File: src/hw/rtl/utf8_char_decoder_macros.svh
// assertion macros for the utf8 character decoder
// expects clk and rst_n in the scope of the including module
`ifndef UTF8_CHAR_DECODER_MACROS_SVH
`define UTF8_CHAR_DECODER_MACROS_SVH

// same-cycle implication
`define U8D_ASSERT_SAME(label, ante, cons, msg) \
  label: assert property (@(posedge clk) disable iff (!rst_n) (ante) |-> (cons)) \
    else $error(msg);

// next-cycle implication
`define U8D_ASSERT_NEXT(label, ante, cons, msg) \
  label: assert property (@(posedge clk) disable iff (!rst_n) (ante) |=> (cons)) \
    else $error(msg);

`endif

File: src/hw/rtl/utf8d_pkg.sv
// shared widths, constants, stage types and helpers for the utf8 decoder
// no dependencies
package utf8d_pkg;

  localparam int BYTE_W = 8;
  localparam int CP_W   = 21;
  localparam int LEN_W  = 3;

  localparam logic [CP_W-1:0] QMARK      = 21'h00003F;
  localparam logic [CP_W-1:0] CP_LIMIT   = 21'h110000;
  localparam logic [CP_W-1:0] SURR_BASE  = 21'h00D800;
  localparam logic [CP_W-1:0] SURR_SPAN  = 21'h0007FF;
  localparam logic [CP_W-1:0] NCHR_BASE  = 21'h00FDD0;
  localparam logic [CP_W-1:0] NCHR_SPAN  = 21'h00001F;
  localparam logic [15:0]     NCHR_LOW16 = 16'hFFFE;
  localparam logic [CP_W-1:0] JOIN_BASE  = 21'h010000;
  localparam logic [CP_W-1:0] MIN_TWO    = 21'h000080;
  localparam logic [CP_W-1:0] MIN_THREE  = 21'h000800;
  localparam logic [CP_W-1:0] MIN_FOUR   = 21'h010000;

  localparam logic [15:0] HI_SURR_LO = 16'hD800;
  localparam logic [15:0] HI_SURR_HI = 16'hDC00;

  localparam logic [BYTE_W-1:0] LEAD_MIN     = 8'hC0;
  localparam logic [BYTE_W-1:0] LEAD_MAX     = 8'hF7;
  localparam logic [BYTE_W-1:0] LEAD_THREE   = 8'hE0;
  localparam logic [BYTE_W-1:0] LEAD_FOUR    = 8'hF0;
  localparam logic [BYTE_W-1:0] LEAD_SURR    = 8'hED;
  localparam logic [3:0]        LOW_SURR_HI4 = 4'hB;

  localparam logic [LEN_W-1:0] LEN_1 = 3'd1;
  localparam logic [LEN_W-1:0] LEN_2 = 3'd2;
  localparam logic [LEN_W-1:0] LEN_3 = 3'd3;
  localparam logic [LEN_W-1:0] LEN_4 = 3'd4;
  localparam logic [LEN_W-1:0] LEN_6 = 3'd6;

  typedef enum logic [1:0] {
    MIN_NONE,
    MIN_2B,
    MIN_3B,
    MIN_4B
  } min_sel_t;

  // stage 1: byte classification and field extraction
  typedef struct packed {
    logic        ascii;
    logic [6:0]  ascii_val;
    logic        lead_ok;
    logic        is3;
    logic        is4;
    logic [2:0]  cont;
    logic [10:0] v2;
    logic [15:0] v3;
    logic [20:0] v4;
    logic        pair_ok;
    logic [9:0]  pair_hi;
    logic [3:0]  pair_lo;
    logic [5:0]  pair_tail;
  } s1_t;

  // stage 2: selected value, length and early error
  typedef struct packed {
    logic [CP_W-1:0]  val;
    logic [LEN_W-1:0] len;
    logic             err;
    min_sel_t         min_sel;
  } s2_t;

  // stage 3: result item
  typedef struct packed {
    logic [CP_W-1:0]  code_point;
    logic [LEN_W-1:0] bytes_used;
    logic             decode_error;
    logic             pair_joined;
    logic             strict_ok;
  } s3_t;

  function automatic logic is_cont(input logic [BYTE_W-1:0] b);
    return b[7:6] == 2'b10;
  endfunction

  function automatic logic [CP_W-1:0] min_of(input min_sel_t sel);
    logic [CP_W-1:0] m;
    unique case (sel)
      MIN_2B:  m = MIN_TWO;
      MIN_3B:  m = MIN_THREE;
      MIN_4B:  m = MIN_FOUR;
      default: m = '0;
    endcase
    return m;
  endfunction

  function automatic logic scalar_ok(input logic [CP_W-1:0] v);
    logic below_max;
    logic not_surr;
    logic not_nchr_tail;
    logic not_nchr_blk;
    below_max     = v < CP_LIMIT;
    not_surr      = (v - SURR_BASE) > SURR_SPAN;
    not_nchr_tail = v[15:0] < NCHR_LOW16;
    not_nchr_blk  = (v - NCHR_BASE) > NCHR_SPAN;
    return below_max && not_surr && not_nchr_tail && not_nchr_blk;
  endfunction

endpackage

File: src/hw/rtl/utf8d_in_if.sv
// input channel: six-byte window with valid/ready
// depends on utf8d_pkg
interface utf8d_in_if;
  import utf8d_pkg::*;

  logic              valid;
  logic              ready;
  logic [BYTE_W-1:0] byte_first;
  logic [BYTE_W-1:0] byte_second;
  logic [BYTE_W-1:0] byte_third;
  logic [BYTE_W-1:0] byte_fourth;
  logic [BYTE_W-1:0] byte_fifth;
  logic [BYTE_W-1:0] byte_sixth;

  modport source (
    output valid, byte_first, byte_second, byte_third, byte_fourth, byte_fifth, byte_sixth,
    input  ready
  );

  modport sink (
    input  valid, byte_first, byte_second, byte_third, byte_fourth, byte_fifth, byte_sixth,
    output ready
  );
endinterface

File: src/hw/rtl/utf8d_out_if.sv
// result channel: decoded character with valid/ready
// depends on utf8d_pkg
interface utf8d_out_if;
  import utf8d_pkg::*;

  logic             valid;
  logic             ready;
  logic [CP_W-1:0]  code_point;
  logic [LEN_W-1:0] bytes_used;
  logic             decode_error;
  logic             pair_joined;
  logic             strict_ok;

  modport source (
    output valid, code_point, bytes_used, decode_error, pair_joined, strict_ok,
    input  ready
  );

  modport sink (
    input  valid, code_point, bytes_used, decode_error, pair_joined, strict_ok,
    output ready
  );
endinterface

File: src/hw/rtl/utf8_char_decoder.sv
// utf8 character decoder top level, three-stage pipeline
// depends on utf8d_pkg, utf8d_in_if, utf8d_out_if and the macros header
//
//   channel  | dir | handshake    | payload
//   ---------+-----+--------------+-------------------------------------------------
//   in_ch    | in  | valid/ready  | byte_first .. byte_sixth
//   out_ch   | out | valid/ready  | code_point, bytes_used, decode_error,
//            |     |              | pair_joined, strict_ok
//
// one character per cycle sustained while out_ch.ready is high; three register stages
// (classify, assemble and join, validate); an accepted input passes through the
// stage 1, stage 2 and result registers in order before it shows on out_ch
// rst_n clears the three stage valid bits only
// each stage loads when it is empty or its successor moves on, so a stall
// on out_ch backs up stage by stage and in_ch.ready drops once all are full
// and out_ch.ready is low
`include "utf8_char_decoder_macros.svh"

module utf8_char_decoder (
  input  logic        clk,
  input  logic        rst_n,
  utf8d_in_if.sink    in_ch,
  utf8d_out_if.source out_ch
);
  import utf8d_pkg::*;

  logic v1_r, v1_nxt;
  logic v2_r, v2_nxt;
  logic v3_r, v3_nxt;
  s1_t  s1_r, s1_nxt;
  s2_t  s2_r, s2_nxt;
  s3_t  s3_r, s3_nxt;

  logic adv1, adv2, adv3;
  logic in_xfer;

  assign adv3    = !v3_r || out_ch.ready;
  assign adv2    = !v2_r || adv3;
  assign adv1    = !v1_r || adv2;
  assign in_xfer = in_ch.valid && adv1;

  assign in_ch.ready = adv1;

  // stage 1: classify bytes
  always_comb begin
    s1_nxt           = '0;
    s1_nxt.ascii     = !in_ch.byte_first[7];
    s1_nxt.ascii_val = in_ch.byte_first[6:0];
    s1_nxt.lead_ok   = (in_ch.byte_first >= LEAD_MIN) && (in_ch.byte_first <= LEAD_MAX);
    s1_nxt.is3       = in_ch.byte_first >= LEAD_THREE;
    s1_nxt.is4       = in_ch.byte_first >= LEAD_FOUR;
    s1_nxt.cont      = {is_cont(in_ch.byte_fourth), is_cont(in_ch.byte_third),
                        is_cont(in_ch.byte_second)};
    s1_nxt.v2        = {in_ch.byte_first[4:0], in_ch.byte_second[5:0]};
    s1_nxt.v3        = {in_ch.byte_first[3:0], in_ch.byte_second[5:0], in_ch.byte_third[5:0]};
    s1_nxt.v4        = {in_ch.byte_first[2:0], in_ch.byte_second[5:0],
                        in_ch.byte_third[5:0], in_ch.byte_fourth[5:0]};
    s1_nxt.pair_ok   = (s1_nxt.v3 >= HI_SURR_LO) && (s1_nxt.v3 < HI_SURR_HI)
                       && (in_ch.byte_fourth == LEAD_SURR)
                       && (in_ch.byte_fifth[7:4] == LOW_SURR_HI4)
                       && is_cont(in_ch.byte_sixth);
    s1_nxt.pair_hi   = s1_nxt.v3[9:0];
    s1_nxt.pair_lo   = in_ch.byte_fifth[3:0];
    s1_nxt.pair_tail = in_ch.byte_sixth[5:0];
  end

  // stage 2: pick the form, join a surrogate pair
  always_comb begin
    logic [CP_W-1:0] joined;
    joined          = JOIN_BASE + {1'b0, s1_r.pair_hi, s1_r.pair_lo, s1_r.pair_tail};
    s2_nxt.val      = '0;
    s2_nxt.len      = LEN_1;
    s2_nxt.err      = 1'b0;
    s2_nxt.min_sel  = MIN_NONE;
    if (s1_r.ascii) begin
      s2_nxt.val = {14'd0, s1_r.ascii_val};
    end else if (!s1_r.lead_ok || !s1_r.cont[0]) begin
      s2_nxt.err = 1'b1;
    end else if (!s1_r.is3) begin
      s2_nxt.val     = {10'd0, s1_r.v2};
      s2_nxt.len     = LEN_2;
      s2_nxt.min_sel = MIN_2B;
    end else if (!s1_r.cont[1]) begin
      s2_nxt.err = 1'b1;
      s2_nxt.len = LEN_2;
    end else if (!s1_r.is4) begin
      if (s1_r.pair_ok) begin
        s2_nxt.val     = joined;
        s2_nxt.len     = LEN_6;
        s2_nxt.min_sel = MIN_4B;
      end else begin
        s2_nxt.val     = {5'd0, s1_r.v3};
        s2_nxt.len     = LEN_3;
        s2_nxt.min_sel = MIN_3B;
      end
    end else if (!s1_r.cont[2]) begin
      s2_nxt.err = 1'b1;
      s2_nxt.len = LEN_3;
    end else begin
      s2_nxt.val     = s1_r.v4;
      s2_nxt.len     = LEN_4;
      s2_nxt.min_sel = MIN_4B;
    end
  end

  // stage 3: overlong and scalar checks, result item
  always_comb begin
    logic bad;
    bad = (s2_r.min_sel != MIN_NONE)
          && ((s2_r.val < min_of(s2_r.min_sel)) || !scalar_ok(s2_r.val));
    s3_nxt.decode_error = s2_r.err || bad;
    s3_nxt.code_point   = s3_nxt.decode_error ? QMARK : s2_r.val;
    s3_nxt.bytes_used   = s2_r.len;
    s3_nxt.pair_joined  = s2_r.len == LEN_6;
    s3_nxt.strict_ok    = !s3_nxt.decode_error && (s2_r.len != LEN_6);
  end

  always_comb begin
    v1_nxt = adv1 ? in_ch.valid : v1_r;
    v2_nxt = adv2 ? v1_r : v2_r;
    v3_nxt = adv3 ? v2_r : v3_r;
  end

  always_ff @(posedge clk) begin
    if (!rst_n) begin
      v1_r <= 1'b0;
      v2_r <= 1'b0;
      v3_r <= 1'b0;
    end else begin
      v1_r <= v1_nxt;
      v2_r <= v2_nxt;
      v3_r <= v3_nxt;
    end
  end

  always_ff @(posedge clk) begin
    if (in_xfer) begin
      s1_r <= s1_nxt;
    end
    if (adv2 && v1_r) begin
      s2_r <= s2_nxt;
    end
    if (adv3 && v2_r) begin
      s3_r <= s3_nxt;
    end
  end

  assign out_ch.valid        = v3_r;
  assign out_ch.code_point   = s3_r.code_point;
  assign out_ch.bytes_used   = s3_r.bytes_used;
  assign out_ch.decode_error = s3_r.decode_error;
  assign out_ch.pair_joined  = s3_r.pair_joined;
  assign out_ch.strict_ok    = s3_r.strict_ok;

  `U8D_ASSERT_SAME(a_err_gives_qmark, out_ch.valid && out_ch.decode_error, out_ch.code_point == QMARK, "error result without question mark")
  `U8D_ASSERT_SAME(a_pair_six_bytes, out_ch.valid && out_ch.pair_joined, out_ch.bytes_used == LEN_6, "joined pair not six bytes")
  `U8D_ASSERT_NEXT(a_xfer_enters_pipe, in_ch.valid && in_ch.ready, v1_r, "accepted transfer missing from first stage")
  `U8D_ASSERT_SAME(a_full_blocks_input, v1_r && v2_r && v3_r && !out_ch.ready, !in_ch.ready, "input taken while pipeline full and stalled")

endmodule
File: src/flat_wrapper.sv
// flat-port wrapper written by rule: the top's interface ports become plain ports
module utf8_char_decoder_flat import utf8d_pkg::*;
  (clk, rst_n, in_ch_valid, in_ch_byte_first, in_ch_byte_second, in_ch_byte_third, in_ch_byte_fourth, in_ch_byte_fifth, in_ch_byte_sixth, in_ch_ready, out_ch_valid, out_ch_code_point, out_ch_bytes_used, out_ch_decode_error, out_ch_pair_joined, out_ch_strict_ok, out_ch_ready);
  utf8d_in_if in_ch_i ();
  utf8d_out_if out_ch_i ();
  input  logic clk;
  input  logic rst_n;
  input wire logic [$bits(in_ch_i.valid)-1:0] in_ch_valid;
  input wire logic [$bits(in_ch_i.byte_first)-1:0] in_ch_byte_first;
  input wire logic [$bits(in_ch_i.byte_second)-1:0] in_ch_byte_second;
  input wire logic [$bits(in_ch_i.byte_third)-1:0] in_ch_byte_third;
  input wire logic [$bits(in_ch_i.byte_fourth)-1:0] in_ch_byte_fourth;
  input wire logic [$bits(in_ch_i.byte_fifth)-1:0] in_ch_byte_fifth;
  input wire logic [$bits(in_ch_i.byte_sixth)-1:0] in_ch_byte_sixth;
  output wire logic [$bits(in_ch_i.ready)-1:0] in_ch_ready;
  output wire logic [$bits(out_ch_i.valid)-1:0] out_ch_valid;
  output wire logic [$bits(out_ch_i.code_point)-1:0] out_ch_code_point;
  output wire logic [$bits(out_ch_i.bytes_used)-1:0] out_ch_bytes_used;
  output wire logic [$bits(out_ch_i.decode_error)-1:0] out_ch_decode_error;
  output wire logic [$bits(out_ch_i.pair_joined)-1:0] out_ch_pair_joined;
  output wire logic [$bits(out_ch_i.strict_ok)-1:0] out_ch_strict_ok;
  input wire logic [$bits(out_ch_i.ready)-1:0] out_ch_ready;
  assign in_ch_i.valid = in_ch_valid;
  assign in_ch_i.byte_first = in_ch_byte_first;
  assign in_ch_i.byte_second = in_ch_byte_second;
  assign in_ch_i.byte_third = in_ch_byte_third;
  assign in_ch_i.byte_fourth = in_ch_byte_fourth;
  assign in_ch_i.byte_fifth = in_ch_byte_fifth;
  assign in_ch_i.byte_sixth = in_ch_byte_sixth;
  assign in_ch_ready = in_ch_i.ready;
  assign out_ch_valid = out_ch_i.valid;
  assign out_ch_code_point = out_ch_i.code_point;
  assign out_ch_bytes_used = out_ch_i.bytes_used;
  assign out_ch_decode_error = out_ch_i.decode_error;
  assign out_ch_pair_joined = out_ch_i.pair_joined;
  assign out_ch_strict_ok = out_ch_i.strict_ok;
  assign out_ch_i.ready = out_ch_ready;
  utf8_char_decoder u_core (.clk(clk), .rst_n(rst_n), .in_ch(in_ch_i), .out_ch(out_ch_i));
endmodule
File: config.mk
export PLATFORM = sky130hd
export DESIGN_NAME = utf8_char_decoder_flat
export DESIGN_NICKNAME = d
export VERILOG_FILES = /design/src/hw/rtl/utf8d_pkg.sv /design/src/hw/rtl/utf8d_in_if.sv /design/src/hw/rtl/utf8d_out_if.sv /design/src/hw/rtl/utf8_char_decoder.sv /design/src/flat_wrapper.sv
export VERILOG_INCLUDE_DIRS = /design/src /design/src/hw/rtl
export SDC_FILE = /design/constraint.sdc
export NUM_CORES = 1
export LEC_CHECK = 0
export ABC_AREA = 1
export BUFFER_PORTS_ARGS = -buffer_cell sky130_fd_sc_hd__buf_2
export CAP_MARGIN = 20
export CORE_UTILIZATION = 61
export DETAILED_ROUTE_END_ITERATION = 8
export GPL_TIMING_DRIVEN = 0
export PLACE_DENSITY = 0.83
export SLEW_MARGIN = 20
export SYNTH_ARGS = -nofsm -noshare
export SYNTH_HDL_FRONTEND = slang
export SYNTH_SLANG_ARGS = --single-unit
File: constraint.sdc
create_clock -name clk -period 4.64 [get_ports clk]
set_input_delay 0.696 -clock clk [delete_from_list [all_inputs] [get_ports clk]]
set_output_delay 0.696 -clock clk [all_outputs]
set_load 0.02 [all_outputs]
==> reports/summary.log <==
INFO  flow_run       drv.max_cap_violation_count=0
INFO  global_routing groute.usage.overall=0.2607
INFO  sta            rsz0062_at_grt=false
INFO  sta            finalWorstPathRequiredPeriod=2.532ns
INFO  power          finalPower=1713uW
INFO  floorplan      boundaryPins=81
INFO  synthesis      synth_cell_types=34
INFO  place          postPlaceCellArea=5410um^2
INFO  min_path       worst_hold_path_ep=u_core.out_ch.bytes_used[0]$_DFFE_PP_
INFO  floorplan      floorplan.die_area=8347um^2
INFO  critical_path  r2r_start=u_core.s2_r[10]$_DFFE_PP_
INFO  finish         fillers=567
INFO  floorplan      dieWidth=91.36um
INFO  critical_path  worst-setup-path-type=reg2reg
INFO  cts            cts_resized=0
INFO  cts            htree_num_levels=3
INFO  synthesis      syn_area_per_cell=9.665um^2
INFO  synthesis      mappedNetlistNets=564
INFO  floorplan      die_height=91.36um
INFO  critical_path  worstReg2RegEnd=u_core.out_ch.code_point[16]$_SDFFCE_PP0P_
INFO  critical_path  reg2reg_depth=17
INFO  global_routing globalRouteOverflowTotal=0
INFO  place          buffer_ports.inserted=80
INFO  synthesis      post_synth_edffs=97
INFO  min_path       whs_path_depth=0
INFO  finish         antenna_cells=0
INFO  sta            clock_skew=0.01157ns
INFO  place          gp_congestion=0.9040
INFO  floorplan      initial_core_util=0.6303
INFO  critical_path  critical_path.max_fanout=10
INFO  global_routing vias_in_the_first_global_route=3687
INFO  finish         layout_common_cells=sky130_fd_sc_hd__nand2_1, sky130_fd_sc_hd__edfxtp_1, sky130_fd_sc_hd__buf_2
INFO  critical_path  timing.critical_path.arrival=2.66ns
INFO  floorplan      row_count=32
INFO  routing        number_of_drc_markers_in_iteration_0=181
INFO  sta            final_cycle_utilization_of_the_critical_path=0.5456
INFO  synthesis      yosysWarnings=0
INFO  cts            cts_max_path_buffers=2
INFO  power          peakVddDrop=0.3133mV
INFO  cts            cts_buffers=9
INFO  global_routing antenna_found_initial=0
INFO  routing        route.detailed.wl_per_inst=14.65um
INFO  routing        remaining_drc_errors=0
INFO  critical_path  timing.reg2reg.setup_slack=2.11ns
INFO  sta            timing.final.hold_violations=0
INFO  routing        via_per_inst=5.402
INFO  cts            post_cts_hold_buffer_count=0
INFO  routing        drt_first_pass_iters=5
INFO  min_path       hold_path_startpoint=u_core.s2_r[3]$_SDFFCE_PP1P_
INFO  cts            tritoncts_clock_tree=built
INFO  sta            timing_max_transition_violations_final=0
INFO  cts            worstSkewPairLatency=0.37ns
INFO  critical_path  cp-end-kind=flip-flop
INFO  finish         final_net_count=655
INFO  synthesis      seq_area_frac_synth=0.6103
INFO  critical_path  worstSetupStartpointType=flip-flop
INFO  cts            cts-root-buf=sky130_fd_sc_hd__clkbuf_8
INFO  sta            maxClockFrequency=0.3950GHz
INFO  floorplan      core_region=7727um^2
INFO  sta            max_slew.worst_pin.slew=0.9342ns
INFO  global_routing grt_max_degree=44
INFO  synthesis      synth.ff_latch_count=100
INFO  min_path       min_path_type=reg2reg
INFO  sta            max-slew-margin-rel=0.3765
INFO  routing        num_vias=3792
INFO  power          pwrdens=305.7nW/um^2
INFO  power          static_leakage_power=0.002435uW
INFO  cts            clk_pin_slew=0.11ns
INFO  cts            clock-sinks=100
INFO  finish         syn2layout_area_growth=15.03%
INFO  synthesis      share_of_synthesized_registers_carrying_an_async_set_or_reset=0
INFO  routing        totalWireLength=10290um
INFO  finish         drive_gt1_frac=0.1883
INFO  critical_path  worstPathRequired=4.77ns
INFO  sta            fin_tns_setup=0ns
INFO  finish         most_common_cell_after_layout_fill_and_taps_aside=sky130_fd_sc_hd__nand2_1
INFO  routing        final_antenna_violating_net_count=0
INFO  finish         finished_layout_cell_area=5603um^2
INFO  cts            postCtsSetupRepairBufs=0
INFO  place          dpl.hpwl=8066um
INFO  synthesis      number_of_standard_cells_after_synthesis=504
INFO  synthesis      mappedNetlistArea=4871um^2
INFO  synthesis      synthFlopType=sky130_fd_sc_hd__edfxtp_1
INFO  global_routing first_pass_grt_wire_length=16560um
INFO  run_status     run_status=finished, final reports clean
INFO  sta            finalSetupViolCount=0
==> report_power, final <==
group	internal [uW]	leakage (uW)	switching (uW)	total (uW)
sequential	1030	0.000997	19.3	1050
clock	209	0.0000964	327	536
combinational	46.3	0.00134	84.7	131
==> sequential cells by signal, summed over array words and instances (netlist names) <==
| name | cells |
|---|---|
| u_core.s1_r | 43 |
| u_core.out_ch.valid | 1 |
| u_core.v2_r | 1 |
| u_core.out_ch.code_point | 21 |
| u_core.out_ch.strict_ok | 1 |
| u_core.out_ch.decode_error | 1 |
| u_core.v1_r | 1 |
| u_core.s2_r | 27 |
| u_core.out_ch.bytes_used | 3 |
| u_core.out_ch.pair_joined | 1 |
==> through the flow <==
stage,util,cells,hold WS (ns),setup slack (ns)
2_1_floorplan,-,504,0.4262,2.148
3_3_place_gp,0.6987,686,0.4314,1.712
3_5_place_dp,0.7001,686,0.4344,2.138
4_1_cts,0.7251,702,0.4598,2.125
5_1_grt,0.7251,702,0.4821,1.853
6_report,0.7251,702,0.4589,2.108
==> cells in the mapped netlist, types with 3 or more instances <==
master,instances,area (um^2)
sky130_fd_sc_hd__edfxtp_1,97,2913
sky130_fd_sc_hd__nand2_1,107,401.6
sky130_fd_sc_hd__o221ai_1,4,35.03
sky130_fd_sc_hd__nand4_1,7,43.79
sky130_fd_sc_hd__a21oi_1,28,140.1
sky130_fd_sc_hd__a221oi_1,6,52.55
sky130_fd_sc_hd__nand3b_1,3,22.52
sky130_fd_sc_hd__dfxtp_1,3,60.06
sky130_fd_sc_hd__nor3_1,3,15.01
sky130_fd_sc_hd__o31ai_1,3,22.52
sky130_fd_sc_hd__nand3_1,29,145.1
sky130_fd_sc_hd__o21ai_0,19,95.09
sky130_fd_sc_hd__inv_1,72,270.3
sky130_fd_sc_hd__inv_2,3,11.26
sky130_fd_sc_hd__ha_1,8,100.1
sky130_fd_sc_hd__nor2_1,73,274.0
sky130_fd_sc_hd__clkbuf_1,7,26.28
sky130_fd_sc_hd__o22ai_1,6,37.54
sky130_fd_sc_hd__xor2_1,5,43.79
sky130_fd_sc_hd__o211ai_1,3,22.52
==> kinds of logic after synthesis <==
family | Yosys count | share of synthesized area
AOI/OAI and AO/OA | 71 | 0.08605
xor gates and xnor gates | 5 | 0.008990
adders and majority gates | 8 | 0.02055
buffers and inverters | 85 | 0.06730
DFF | 100 | 0.6103
and+or+nand+nor | 235 | 0.2068
==> metal layers <==
metal / vias up / routed length (um) / GRT usage
li1: 1890 / - / -
met1: 1722 / 4073 / 0.2887
met2: 160 / 5300 / 0.4830
met3: 20 / 549 / 0.04690
met4: 0 / 362 / 0.1217
met5: - / 0 / 0
==> worst max path at each step <==
stage,startpoint,to
final,u_core.s2_r[10]$_DFFE_PP_,u_core.out_ch.code_point[16]$_SDFFCE_PP0P_
after global routing,u_core.s2_r[10]$_DFFE_PP_,u_core.out_ch.code_point[16]$_SDFFCE_PP0P_
after CTS,u_core.s2_r[10]$_DFFE_PP_,u_core.out_ch.code_point[16]$_SDFFCE_PP0P_
after detailed placement,u_core.s2_r[10]$_DFFE_PP_,u_core.out_ch.code_point[16]$_SDFFCE_PP0P_
after global placement,out_ch_ready,u_core.out_ch.code_point[19]$_SDFFCE_PP0P_
after floorplan,out_ch_ready,u_core.out_ch.bytes_used[0]$_DFFE_PP_
==> critical path: stages (launching register included) <==
cell	delay [ns]
sky130_fd_sc_hd__edfxtp_1	0.41
sky130_fd_sc_hd__inv_1	0.12
sky130_fd_sc_hd__ha_1	0.25
sky130_fd_sc_hd__nor2_2	0.13
sky130_fd_sc_hd__nand2_1	0.10
sky130_fd_sc_hd__nand2_1	0.17
sky130_fd_sc_hd__nand2_1	0.07
sky130_fd_sc_hd__nand2_1	0.06
sky130_fd_sc_hd__nand2_1	0.06
sky130_fd_sc_hd__nor2_1	0.10
sky130_fd_sc_hd__nand3_1	0.07
sky130_fd_sc_hd__nor2_1	0.15
sky130_fd_sc_hd__nand3_1	0.11
sky130_fd_sc_hd__nand2_2	0.09
sky130_fd_sc_hd__nand2_4	0.09
sky130_fd_sc_hd__nand2_4	0.11
sky130_fd_sc_hd__buf_6	0.16
sky130_fd_sc_hd__nor2_1	0.06
==> layout make-up <==
class                   count  area (um^2)  share of cell area
plain buffers               9        42.54            0.007593
clock buffers               9        123.9             0.02211
clock inverters             7        68.82             0.01228
inverters                  76        285.3             0.05092
multi-input cells         319         1582              0.2823
flip-flops and latches    100         2973              0.5306
well taps                 102        127.6             0.02278
repair buffers             80        400.4             0.07146
(Power assumes the default switching activity.)
